File: src/usbrxd_pkg.sv
// Shared types and constants for the USB Ethernet receive deframer.
// Used by usbrxd_parser and usb_ether_rx_deframer; no dependencies.
package usbrxd_pkg;

  localparam int MAX_BUFFER_DEF = 32768;
  localparam int MIN_FRAME_DEF  = 6;

  // frame_format register codes
  localparam logic [1:0] FMT_PLAIN  = 2'd0;
  localparam logic [1:0] FMT_CMPL   = 2'd1;
  localparam logic [1:0] FMT_STATUS = 2'd2;

  // event codes on the result
  localparam logic [1:0] EV_NONE    = 2'd0;
  localparam logic [1:0] EV_DROPPED = 2'd1;
  localparam logic [1:0] EV_SKIPPED = 2'd2;

  typedef struct packed {
    logic [7:0]  data_byte;
    logic        first_of_buffer;
    logic [15:0] buffer_length;
  } in_item_t;

  typedef struct packed {
    logic [7:0] frame_byte;
    logic       has_byte;
    logic       frame_end;
    logic [1:0] event_res;
  } out_item_t;

endpackage

File: src/usbrxd_parser.sv
// Byte-at-a-time buffer parser: header decode, frame/pad/skip tracking.
// Depends on usbrxd_pkg.
module usbrxd_parser #(
  parameter int MAX_BUFFER = usbrxd_pkg::MAX_BUFFER_DEF,
  parameter int MIN_FRAME  = usbrxd_pkg::MIN_FRAME_DEF
) (
  input  logic                  clk,
  input  logic                  rst,
  input  logic                  step,
  input  usbrxd_pkg::in_item_t  item,
  input  logic [1:0]            frame_format,
  output logic                  res_valid,
  output usbrxd_pkg::out_item_t res
);

  localparam logic [2:0] PH_IDLE    = 3'd0;
  localparam logic [2:0] PH_HEADER  = 3'd1;
  localparam logic [2:0] PH_DATA    = 3'd2;
  localparam logic [2:0] PH_SKIP    = 3'd3;
  localparam logic [2:0] PH_PAD     = 3'd4;
  localparam logic [2:0] PH_DISCARD = 3'd5;

  logic [2:0]  phase, phase_next;
  logic [15:0] buffer_left, buffer_left_next;
  logic [31:0] header_shift, header_shift_next;
  logic [1:0]  header_count, header_count_next;
  logic [15:0] frame_left, frame_left_next;
  logic [1:0]  pad_left, pad_left_next;
  logic        last_frame_cut, last_frame_cut_next;

  logic [15:0] len, pre;
  logic [16:0] hdr_len, room;
  logic        hdr_ok, hdr_err, run;
  logic        has, fend;
  logic [1:0]  ev;
  logic        hdr_header_mode;

  assign hdr_header_mode = (frame_format == usbrxd_pkg::FMT_CMPL) ||
                           (frame_format == usbrxd_pkg::FMT_STATUS);

  always_comb begin
    phase_next          = phase;
    buffer_left_next    = buffer_left;
    header_shift_next   = header_shift;
    header_count_next   = header_count;
    frame_left_next     = frame_left;
    pad_left_next       = pad_left;
    last_frame_cut_next = last_frame_cut;
    has     = 1'b0;
    fend    = 1'b0;
    ev      = usbrxd_pkg::EV_NONE;
    run     = 1'b1;
    len     = item.buffer_length;
    pre     = '0;
    hdr_len = '0;
    room    = '0;
    hdr_ok  = 1'b0;
    hdr_err = 1'b0;

    if (item.first_of_buffer) begin
      if (item.buffer_length == 16'd0) begin
        len = 16'd1;
      end else if (item.buffer_length > 16'(MAX_BUFFER)) begin
        len = 16'(MAX_BUFFER);
      end
      buffer_left_next    = len;
      pad_left_next       = 2'd0;
      last_frame_cut_next = 1'b0;
      frame_left_next     = 16'd0;
      if (hdr_header_mode) begin
        phase_next        = PH_HEADER;
        header_count_next = 2'd0;
        header_shift_next = 32'd0;
      end else if (len < 16'(MIN_FRAME)) begin
        phase_next = PH_DISCARD;
        ev         = usbrxd_pkg::EV_DROPPED;
      end else begin
        phase_next          = PH_DATA;
        frame_left_next     = len;
        last_frame_cut_next = 1'b1;
      end
    end else if (phase == PH_IDLE || buffer_left == 16'd0) begin
      phase_next = PH_IDLE;
      run        = 1'b0;
    end

    if (run) begin
      pre              = buffer_left_next;
      buffer_left_next = pre - 16'd1;
      unique case (phase_next)
        PH_HEADER: begin
          if (header_count_next == 2'd0 && pre < 16'd4) begin
            ev         = usbrxd_pkg::EV_DROPPED;
            phase_next = PH_DISCARD;
          end else begin
            header_shift_next = {item.data_byte, header_shift_next[31:8]};
            if (header_count_next == 2'd3) begin
              header_count_next = 2'd0;
              // decode the completed 4-byte header
              if (frame_format == usbrxd_pkg::FMT_CMPL) begin
                hdr_ok  = header_shift_next[15:0] == ~header_shift_next[31:16];
                hdr_len = (17'(header_shift_next[15:0]) + 17'd1) & ~17'd1;
              end else if (frame_format == usbrxd_pkg::FMT_STATUS) begin
                hdr_ok  = 1'b1;
                hdr_len = 17'(header_shift_next[31:16]);
                hdr_err = header_shift_next[15];
              end
              room = 17'(buffer_left_next) - hdr_len;
              if (!hdr_ok || hdr_len < 17'(MIN_FRAME) ||
                  hdr_len > 17'(buffer_left_next)) begin
                phase_next = PH_DISCARD;
                ev         = usbrxd_pkg::EV_DROPPED;
              end else begin
                last_frame_cut_next = room < 17'd4;
                pad_left_next = (frame_format == usbrxd_pkg::FMT_STATUS) ?
                                2'(~hdr_len[1:0] + 2'd1) : 2'd0;
                frame_left_next = hdr_len[15:0];
                if (hdr_err) begin
                  phase_next = PH_SKIP;
                  ev         = usbrxd_pkg::EV_SKIPPED;
                end else begin
                  phase_next = PH_DATA;
                end
              end
            end else begin
              header_count_next = header_count_next + 2'd1;
            end
          end
        end
        PH_DATA, PH_SKIP: begin
          has             = (phase_next == PH_DATA);
          frame_left_next = frame_left_next - 16'd1;
          if (frame_left_next == 16'd0) begin
            fend = has;
            priority if (last_frame_cut_next) begin
              phase_next = PH_DISCARD;
            end else if (pad_left_next != 2'd0) begin
              phase_next = PH_PAD;
            end else begin
              phase_next        = PH_HEADER;
              header_count_next = 2'd0;
              header_shift_next = 32'd0;
            end
          end
        end
        PH_PAD: begin
          pad_left_next = pad_left_next - 2'd1;
          if (pad_left_next == 2'd0) begin
            phase_next        = PH_HEADER;
            header_count_next = 2'd0;
            header_shift_next = 32'd0;
          end
        end
        default: begin
        end
      endcase
      if (buffer_left_next == 16'd0) begin
        phase_next = PH_IDLE;
      end
    end
  end

  always_ff @(posedge clk) begin
    if (rst) begin
      phase          <= PH_IDLE;
      buffer_left    <= '0;
      header_shift   <= '0;
      header_count   <= '0;
      frame_left     <= '0;
      pad_left       <= '0;
      last_frame_cut <= 1'b0;
    end else if (step) begin
      phase          <= phase_next;
      buffer_left    <= buffer_left_next;
      header_shift   <= header_shift_next;
      header_count   <= header_count_next;
      frame_left     <= frame_left_next;
      pad_left       <= pad_left_next;
      last_frame_cut <= last_frame_cut_next;
    end
  end

  assign res_valid      = step && (has || ev != usbrxd_pkg::EV_NONE);
  assign res.frame_byte = has ? item.data_byte : 8'd0;
  assign res.has_byte   = has;
  assign res.frame_end  = fend;
  assign res.event_res  = ev;

  a_empty_is_idle: assert property (@(posedge clk) disable iff (rst)
    (buffer_left == 16'd0) |-> (phase == PH_IDLE))
    else $error("buffer exhausted but parser not idle");

  a_event_no_byte: assert property (@(posedge clk) disable iff (rst)
    (step && ev != usbrxd_pkg::EV_NONE) |-> !has)
    else $error("event reported together with a data byte");

  a_end_has_byte: assert property (@(posedge clk) disable iff (rst)
    fend |-> (has && phase == PH_DATA))
    else $error("frame end outside data phase");

  a_pad_from_status: assert property (@(posedge clk) disable iff (rst)
    (phase == PH_PAD) |-> (pad_left != 2'd0))
    else $error("pad phase with nothing to pad");

endmodule

File: src/usb_ether_rx_deframer.sv
// USB Ethernet bulk receive deframer, top level: config register,
// parser and two-entry result buffer. Depends on usbrxd_pkg, usbrxd_parser.
//
// Takes one buffer byte per clock while in_stall is low; each result is
// registered into the output register, or into the skid entry when the
// output is stalled. Results sit in an output register backed by a
// skid entry, so a byte is still taken while a result waits; in_stall rises
// only once the skid entry is occupied. frame_format is written through the
// cfg channel (always ready) and should change only between buffers.
module usb_ether_rx_deframer #(
  parameter int MAX_BUFFER = usbrxd_pkg::MAX_BUFFER_DEF,
  parameter int MIN_FRAME  = usbrxd_pkg::MIN_FRAME_DEF
) (
  input  logic                  clk,
  input  logic                  rst,
  input  logic                  cfg_valid,
  output logic                  cfg_ready,
  input  logic [1:0]            cfg_data,
  input  logic                  in_valid,
  output logic                  in_stall,
  input  usbrxd_pkg::in_item_t  in_data,
  output logic                  out_valid,
  input  logic                  out_stall,
  output usbrxd_pkg::out_item_t out_data
);

  logic [1:0]            frame_format;
  logic                  accept;
  logic                  res_valid;
  usbrxd_pkg::out_item_t res;
  logic                  skid_valid;
  usbrxd_pkg::out_item_t skid_item;
  logic                  pop;

  assign cfg_ready = 1'b1;
  assign in_stall  = skid_valid;
  assign accept    = in_valid && !skid_valid;
  assign pop       = out_valid && !out_stall;

  always_ff @(posedge clk) begin
    if (rst) begin
      frame_format <= usbrxd_pkg::FMT_PLAIN;
    end else if (cfg_valid && cfg_ready) begin
      frame_format <= cfg_data;
    end
  end

  usbrxd_parser #(
    .MAX_BUFFER(MAX_BUFFER),
    .MIN_FRAME (MIN_FRAME)
  ) u_parser (
    .clk         (clk),
    .rst         (rst),
    .step        (accept),
    .item        (in_data),
    .frame_format(frame_format),
    .res_valid   (res_valid),
    .res         (res)
  );

  // output register plus skid entry
  always_ff @(posedge clk) begin
    if (rst) begin
      out_valid  <= 1'b0;
      skid_valid <= 1'b0;
    end else if (skid_valid) begin
      if (pop) begin
        out_data   <= skid_item;
        skid_valid <= 1'b0;
      end
    end else if (res_valid) begin
      if (!out_valid || pop) begin
        out_data  <= res;
        out_valid <= 1'b1;
      end else begin
        skid_item  <= res;
        skid_valid <= 1'b1;
      end
    end else if (pop) begin
      out_valid <= 1'b0;
    end
  end

  a_skid_behind_main: assert property (@(posedge clk) disable iff (rst)
    skid_valid |-> out_valid)
    else $error("skid entry occupied while output register empty");

  a_skid_only_on_stall: assert property (@(posedge clk) disable iff (rst)
    $rose(skid_valid) |-> $past(out_valid && out_stall))
    else $error("skid entry filled without a stalled output");

  a_no_accept_when_full: assert property (@(posedge clk) disable iff (rst)
    skid_valid |-> !accept)
    else $error("transaction accepted with both result entries full");

endmodule
File: config.mk
export PLATFORM = sky130hd
export DESIGN_NAME = usb_ether_rx_deframer
export DESIGN_NICKNAME = d
export VERILOG_FILES = /design/src/usbrxd_pkg.sv /design/src/usbrxd_parser.sv /design/src/usb_ether_rx_deframer.sv
export SDC_FILE = /design/constraint.sdc
export NUM_CORES = 1
export LEC_CHECK = 0
export BUFFER_PORTS_ARGS = -buffer_cell sky130_fd_sc_hd__buf_2
export CORE_ASPECT_RATIO = 2
export CORE_UTILIZATION = 57
export DETAILED_ROUTE_END_ITERATION = 10
export PLACE_DENSITY = 0.76
export RECOVER_POWER = 100
export REMOVE_ABC_BUFFERS = 1
export SLEW_MARGIN = 20
export SYNTH_ARGS = -nofsm -noshare
export SYNTH_HDL_FRONTEND = slang
export SYNTH_SLANG_ARGS = --single-unit
export TNS_END_PERCENT = 10
File: constraint.sdc
create_clock -name clk -period 5.15 [get_ports clk]
set_clock_uncertainty 0.1 [all_clocks]
set_input_delay 0.2575 -clock clk [delete_from_list [all_inputs] [get_ports clk]]
set_output_delay 0.2575 -clock clk [all_outputs]
set_load 0.05 [all_outputs]
==> results.py <==
metrics = {
    "grt": {
        "grt_pass1_vias": 8549,
        "grt_pass1_wl_mm": 47.4,
        "gr-usage-all-layers_pct": 43.0,
        "antenna_found_initial": 0,
        "maximum_number_of_pins_on_one_net_before_global_route_repair": 49,
        "grt_overflow": 0,
    },
    "worst_setup_path": {
        "critPathSlowestCell": "a311o_1",
        "critical_path.reg2reg.startpoint": "frame_format[0]",
        "worst-r2r-setup-slack_ps": 120,
        "r2r_cells": 23,
        "critPathMaxStageDelay_ps": 400,
        "arrival_ps": 5160,
        "path_class": "reg -> reg",
        "worstPathCellList": "inv_1, ha_1, nand2b_1, and2_1, ha_1, nand2_2, nor2_1, xnor2_1, nor3_1, a21oi_2, ha_1, a21o_1, a21oi_2, o2111ai_2, a32o_1, a311o_1, buf_4, nand3_2, buf_4, nor2_4, buf_4, or3_1, a311oi_2",
        "worst_setup_path_start_kind": "register",
        "timing.critical_path.to_type": "register",
        "critical_path.max_fanout": 14,
        "critPathRequiredTime_ps": 5290,
        "critical_path.reg2reg.endpoint": "u_parser.frame_left[3]",
    },
    "clock_network": {
        "cts.htree.levels": 3,
        "post_cts_hold_buffer_count": 0,
        "clockRootBuffer": "clkbuf_16",
        "cts.path.max_buffers": 2,
        "path_clk_slew_ps": 80,
        "cts_tree": "built",
        "number_of_cts_inserted_buffers": 9,
        "worst_skew_pair.late_latency_ps": 360,
        "clock_sink_count": 92,
    },
    "sta": {
        "final_max_slew_viol_count": 49,
        "final.min_clock_period_ps": 5030,
        "finalSetupViolations": 0,
        "share_of_the_clock_period_used_by_the_worst_path_after_layout_pct": 97.6,
        "final-hold-violation-count": 0,
        "timing.max_slew.rel_slack_pct": -62.6,
        "tightestPinTransition_ps": 2440,
        "worst_hold_slack_ps": 77.8,
        "fmax_mhz": 199,
    },
    "drt": {
        "route.detailed.wl_per_inst_um": 23.5,
        "detailedRoute.firstIterationViolations": 671,
        "detail-route-antenna-nets": 0,
        "drtPass1Iterations": 5,
        "detailroute.via_count": 9000,
        "finalWirelength_mm": 31.1,
        "drc_errors": 0,
        "viasPerCell": 6.80,
    },
    "final_layout": {
        "final_common_cell": "nand2_1",
        "layout.cells.most_common_list": "nand2_1, buf_4, nor2_1",
        "finalCoreUtilization_pct": 66.7,
        "num_antenna_cells": 0,
        "instances_no_fill": 1324,
        "design.final.nets": 1188,
        "syn_to_final_growth_pct": 14.5,
        "drive_gt1_share_pct": 16.6,
    },
    "synth": {
        "ys_warn_count": 0,
        "synth_enable_flop_cells": 24,
        "synth_seq_cells": 92,
        "postSynthAreaPerCell_um2": 7.72,
        "synth_async_sr_flop_share_pct": 0,
        "synth-main-ff-cell": "dfxtp_1",
        "mappedNetlistArea_mm2": 0.00809,
        "netlist_instances": 1048,
        "netlist-cell-type-count": 94,
        "ys_seq_area_share_pct": 25.7,
    },
    "flow_run": {
        "cap_viol_max_count": 1,
    },
    "floorplanning": {
        "effective_utilization_at_floorplan_pct": 58.2,
        "design.core.area_mm2": 0.0139,
        "die_area_mm2": 0.0147,
        "num_io_pins": 47,
        "die_h_um": 170,
        "fp.dieW_um": 86.2,
        "row_count": 61,
    },
    "min_path": {
        "min_to": "frame_format[0]",
        "hold_path_class": "in -> reg",
        "holdCritStartpoint": "cfg_data[0]",
        "min_delay_path_depth": 3,
    },
    "placement": {
        "port_buffers": 45,
        "routabilityCongestion": 1.07,
        "detailed_place_hpwl_mm": 23.8,
        "place_inst": 1301,
    },
    "run_status": {
        "outcome": "complete, but fails checks",
        "violations_in_the_final_reports": "max-capacitance violations, max-slew violations",
    },
    "pwr": {
        "leakagePower_nw": 3.54,
        "fin_total_pwr_w": 0.00259,
        "pwr_density_cell_mw_per_mm2": 279,
        "ir_drop_v": 0.000205,
    },
}
[worst max-delay path: cells and delay by family (launching register included)]
kind / cells / cell delay [ps]
AOI/OAI and AO/OA: 7 / 1600
xor gates and xnor gates: 1 / 250
adders and majority gates: 3 / 820
buffers and inverters: 4 / 620
DFF: 1 / 360
and+or+nand+nor: 8 / 1150
[cell families after synthesis]
group / share of synthesized area [%]
AOI/OAI and AO/OA: 28.0
adders and majority gates: 4.02
DFF: 25.7
xor gates and xnor gates: 5.85
buffers and inverters: 6.12
and+or+nand+nor: 26.1
muxes: 4.14
other: 0.0464
[metal layers]
| metal | routed length (um) | vias up | part of all wire [%] | track usage [%] |
|---|---|---|---|---|
| met5 | 0 | - | 0 | 0 |
| met4 | 3560 | 0 | 11 | 42.8 |
| met3 | 2010 | 199 | 6.5 | 7.71 |
| met2 | 15100 | 496 | 48 | 73.2 |
| met1 | 10500 | 4188 | 34 | 42.2 |
| li1 | - | 4117 | - | - |
[synthesized netlist by cell type (5+ instances only)]
cell | number | area, um^2
o31a_1 | 8 | 70.1
nor3b_1 | 8 | 60.1
or3_1 | 14 | 87.6
o2111ai_1 | 7 | 61.3
nor2b_1 | 12 | 75.1
o31ai_1 | 6 | 45.0
o22ai_1 | 27 | 169
nand3b_1 | 7 | 52.6
nand2b_1 | 8 | 50.1
xor2_1 | 28 | 245
inv_1 | 53 | 199
o21ai_1 | 11 | 55.1
buf_2 | 15 | 75.1
clkbuf_1 | 34 | 128
o221ai_1 | 10 | 87.6
mux2i_1 | 14 | 140
a21o_1 | 13 | 97.6
a31oi_1 | 7 | 43.8
a211oi_1 | 9 | 67.6
a32o_1 | 6 | 60.1
and3b_1 | 9 | 78.8
nand2_1 | 108 | 405
xnor2_1 | 26 | 228
o2bb2ai_1 | 5 | 43.8
nor3_1 | 28 | 140
mux2_2 | 16 | 180
ha_1 | 26 | 325
a22oi_1 | 9 | 67.6
a221o_1 | 7 | 70.1
a21oi_1 | 71 | 355
edfxtp_1 | 24 | 721
nand3_1 | 39 | 195
nor2_1 | 76 | 285
o21ai_0 | 61 | 305
dfxtp_1 | 68 | 1360
o211ai_1 | 11 | 82.6
a221oi_1 | 5 | 43.8
buf_4 | 5 | 37.5
nor4_1 | 14 | 87.6
nand4_1 | 14 | 87.6
and2_1 | 6 | 37.5
and3_1 | 26 | 163
[power by group]
part	switching [W]	internal [W]	leakage [nW]
Combinational	0.000671	0.000430	2.61
Clock	0.000332	0.000341	0.146
Sequential	0.0000366	0.000776	0.780
Total	0.00104	0.00155	3.54
[timing repair]
action	in CTS	in global routing
pin swaps	0	6
buffers inserted	0	7
resized for setup	1	21
setup endpoints to repair	12	30
[sequential cells by signal, indices dropped and copies added (netlist names)]
signal and flops:
u_parser.header_shift 24, skid_item 12, u_parser.last_frame_cut 1, in_stall 1, u_parser.phase 3, u_parser.pad_left 2, u_parser.header_count 2, out_valid 1
u_parser.buffer_left 16, u_parser.frame_left 16, frame_format 2, out_data 12
[metrics by stage]
stage	setup TNS, ps	setup WS [ps]	instance area [um^2]
after floorplan	0	19.2	7800
after global placement	0	24.7	8880
after detailed placement	-226	-19.4	8880
after CTS	0	88.1	9170
after global routing	-4.21	-4.21	9270
final	0	125	9270
[layout make-up]
type / count / area, um^2
Inverter: 54 / 203
Fill cell: 1285 / 4630
Tap cell: 189 / 236
Timing Repair Buffer: 131 / 858
Multi-Input combinational cell: 842 / 5600
Clock inverter: 7 / 65.1
Sequential cell: 92 / 2080
Clock buffer: 9 / 225
[worst max-delay path by stage]
stage | start | to | slack (ps)
global route | frame_format[0] | u_parser.frame_left[3] | -4
global placement | in_data[1] | out_data[0] | 20
CTS | frame_format[0] | skid_item[8] | 90
detailed placement | in_data[1] | out_data[0] | -20
floorplan | frame_format[0] | out_data[0] | 20
finish | frame_format[0] | u_parser.frame_left[3] | 120
Note: power is estimated with default switching activity, not from simulation.
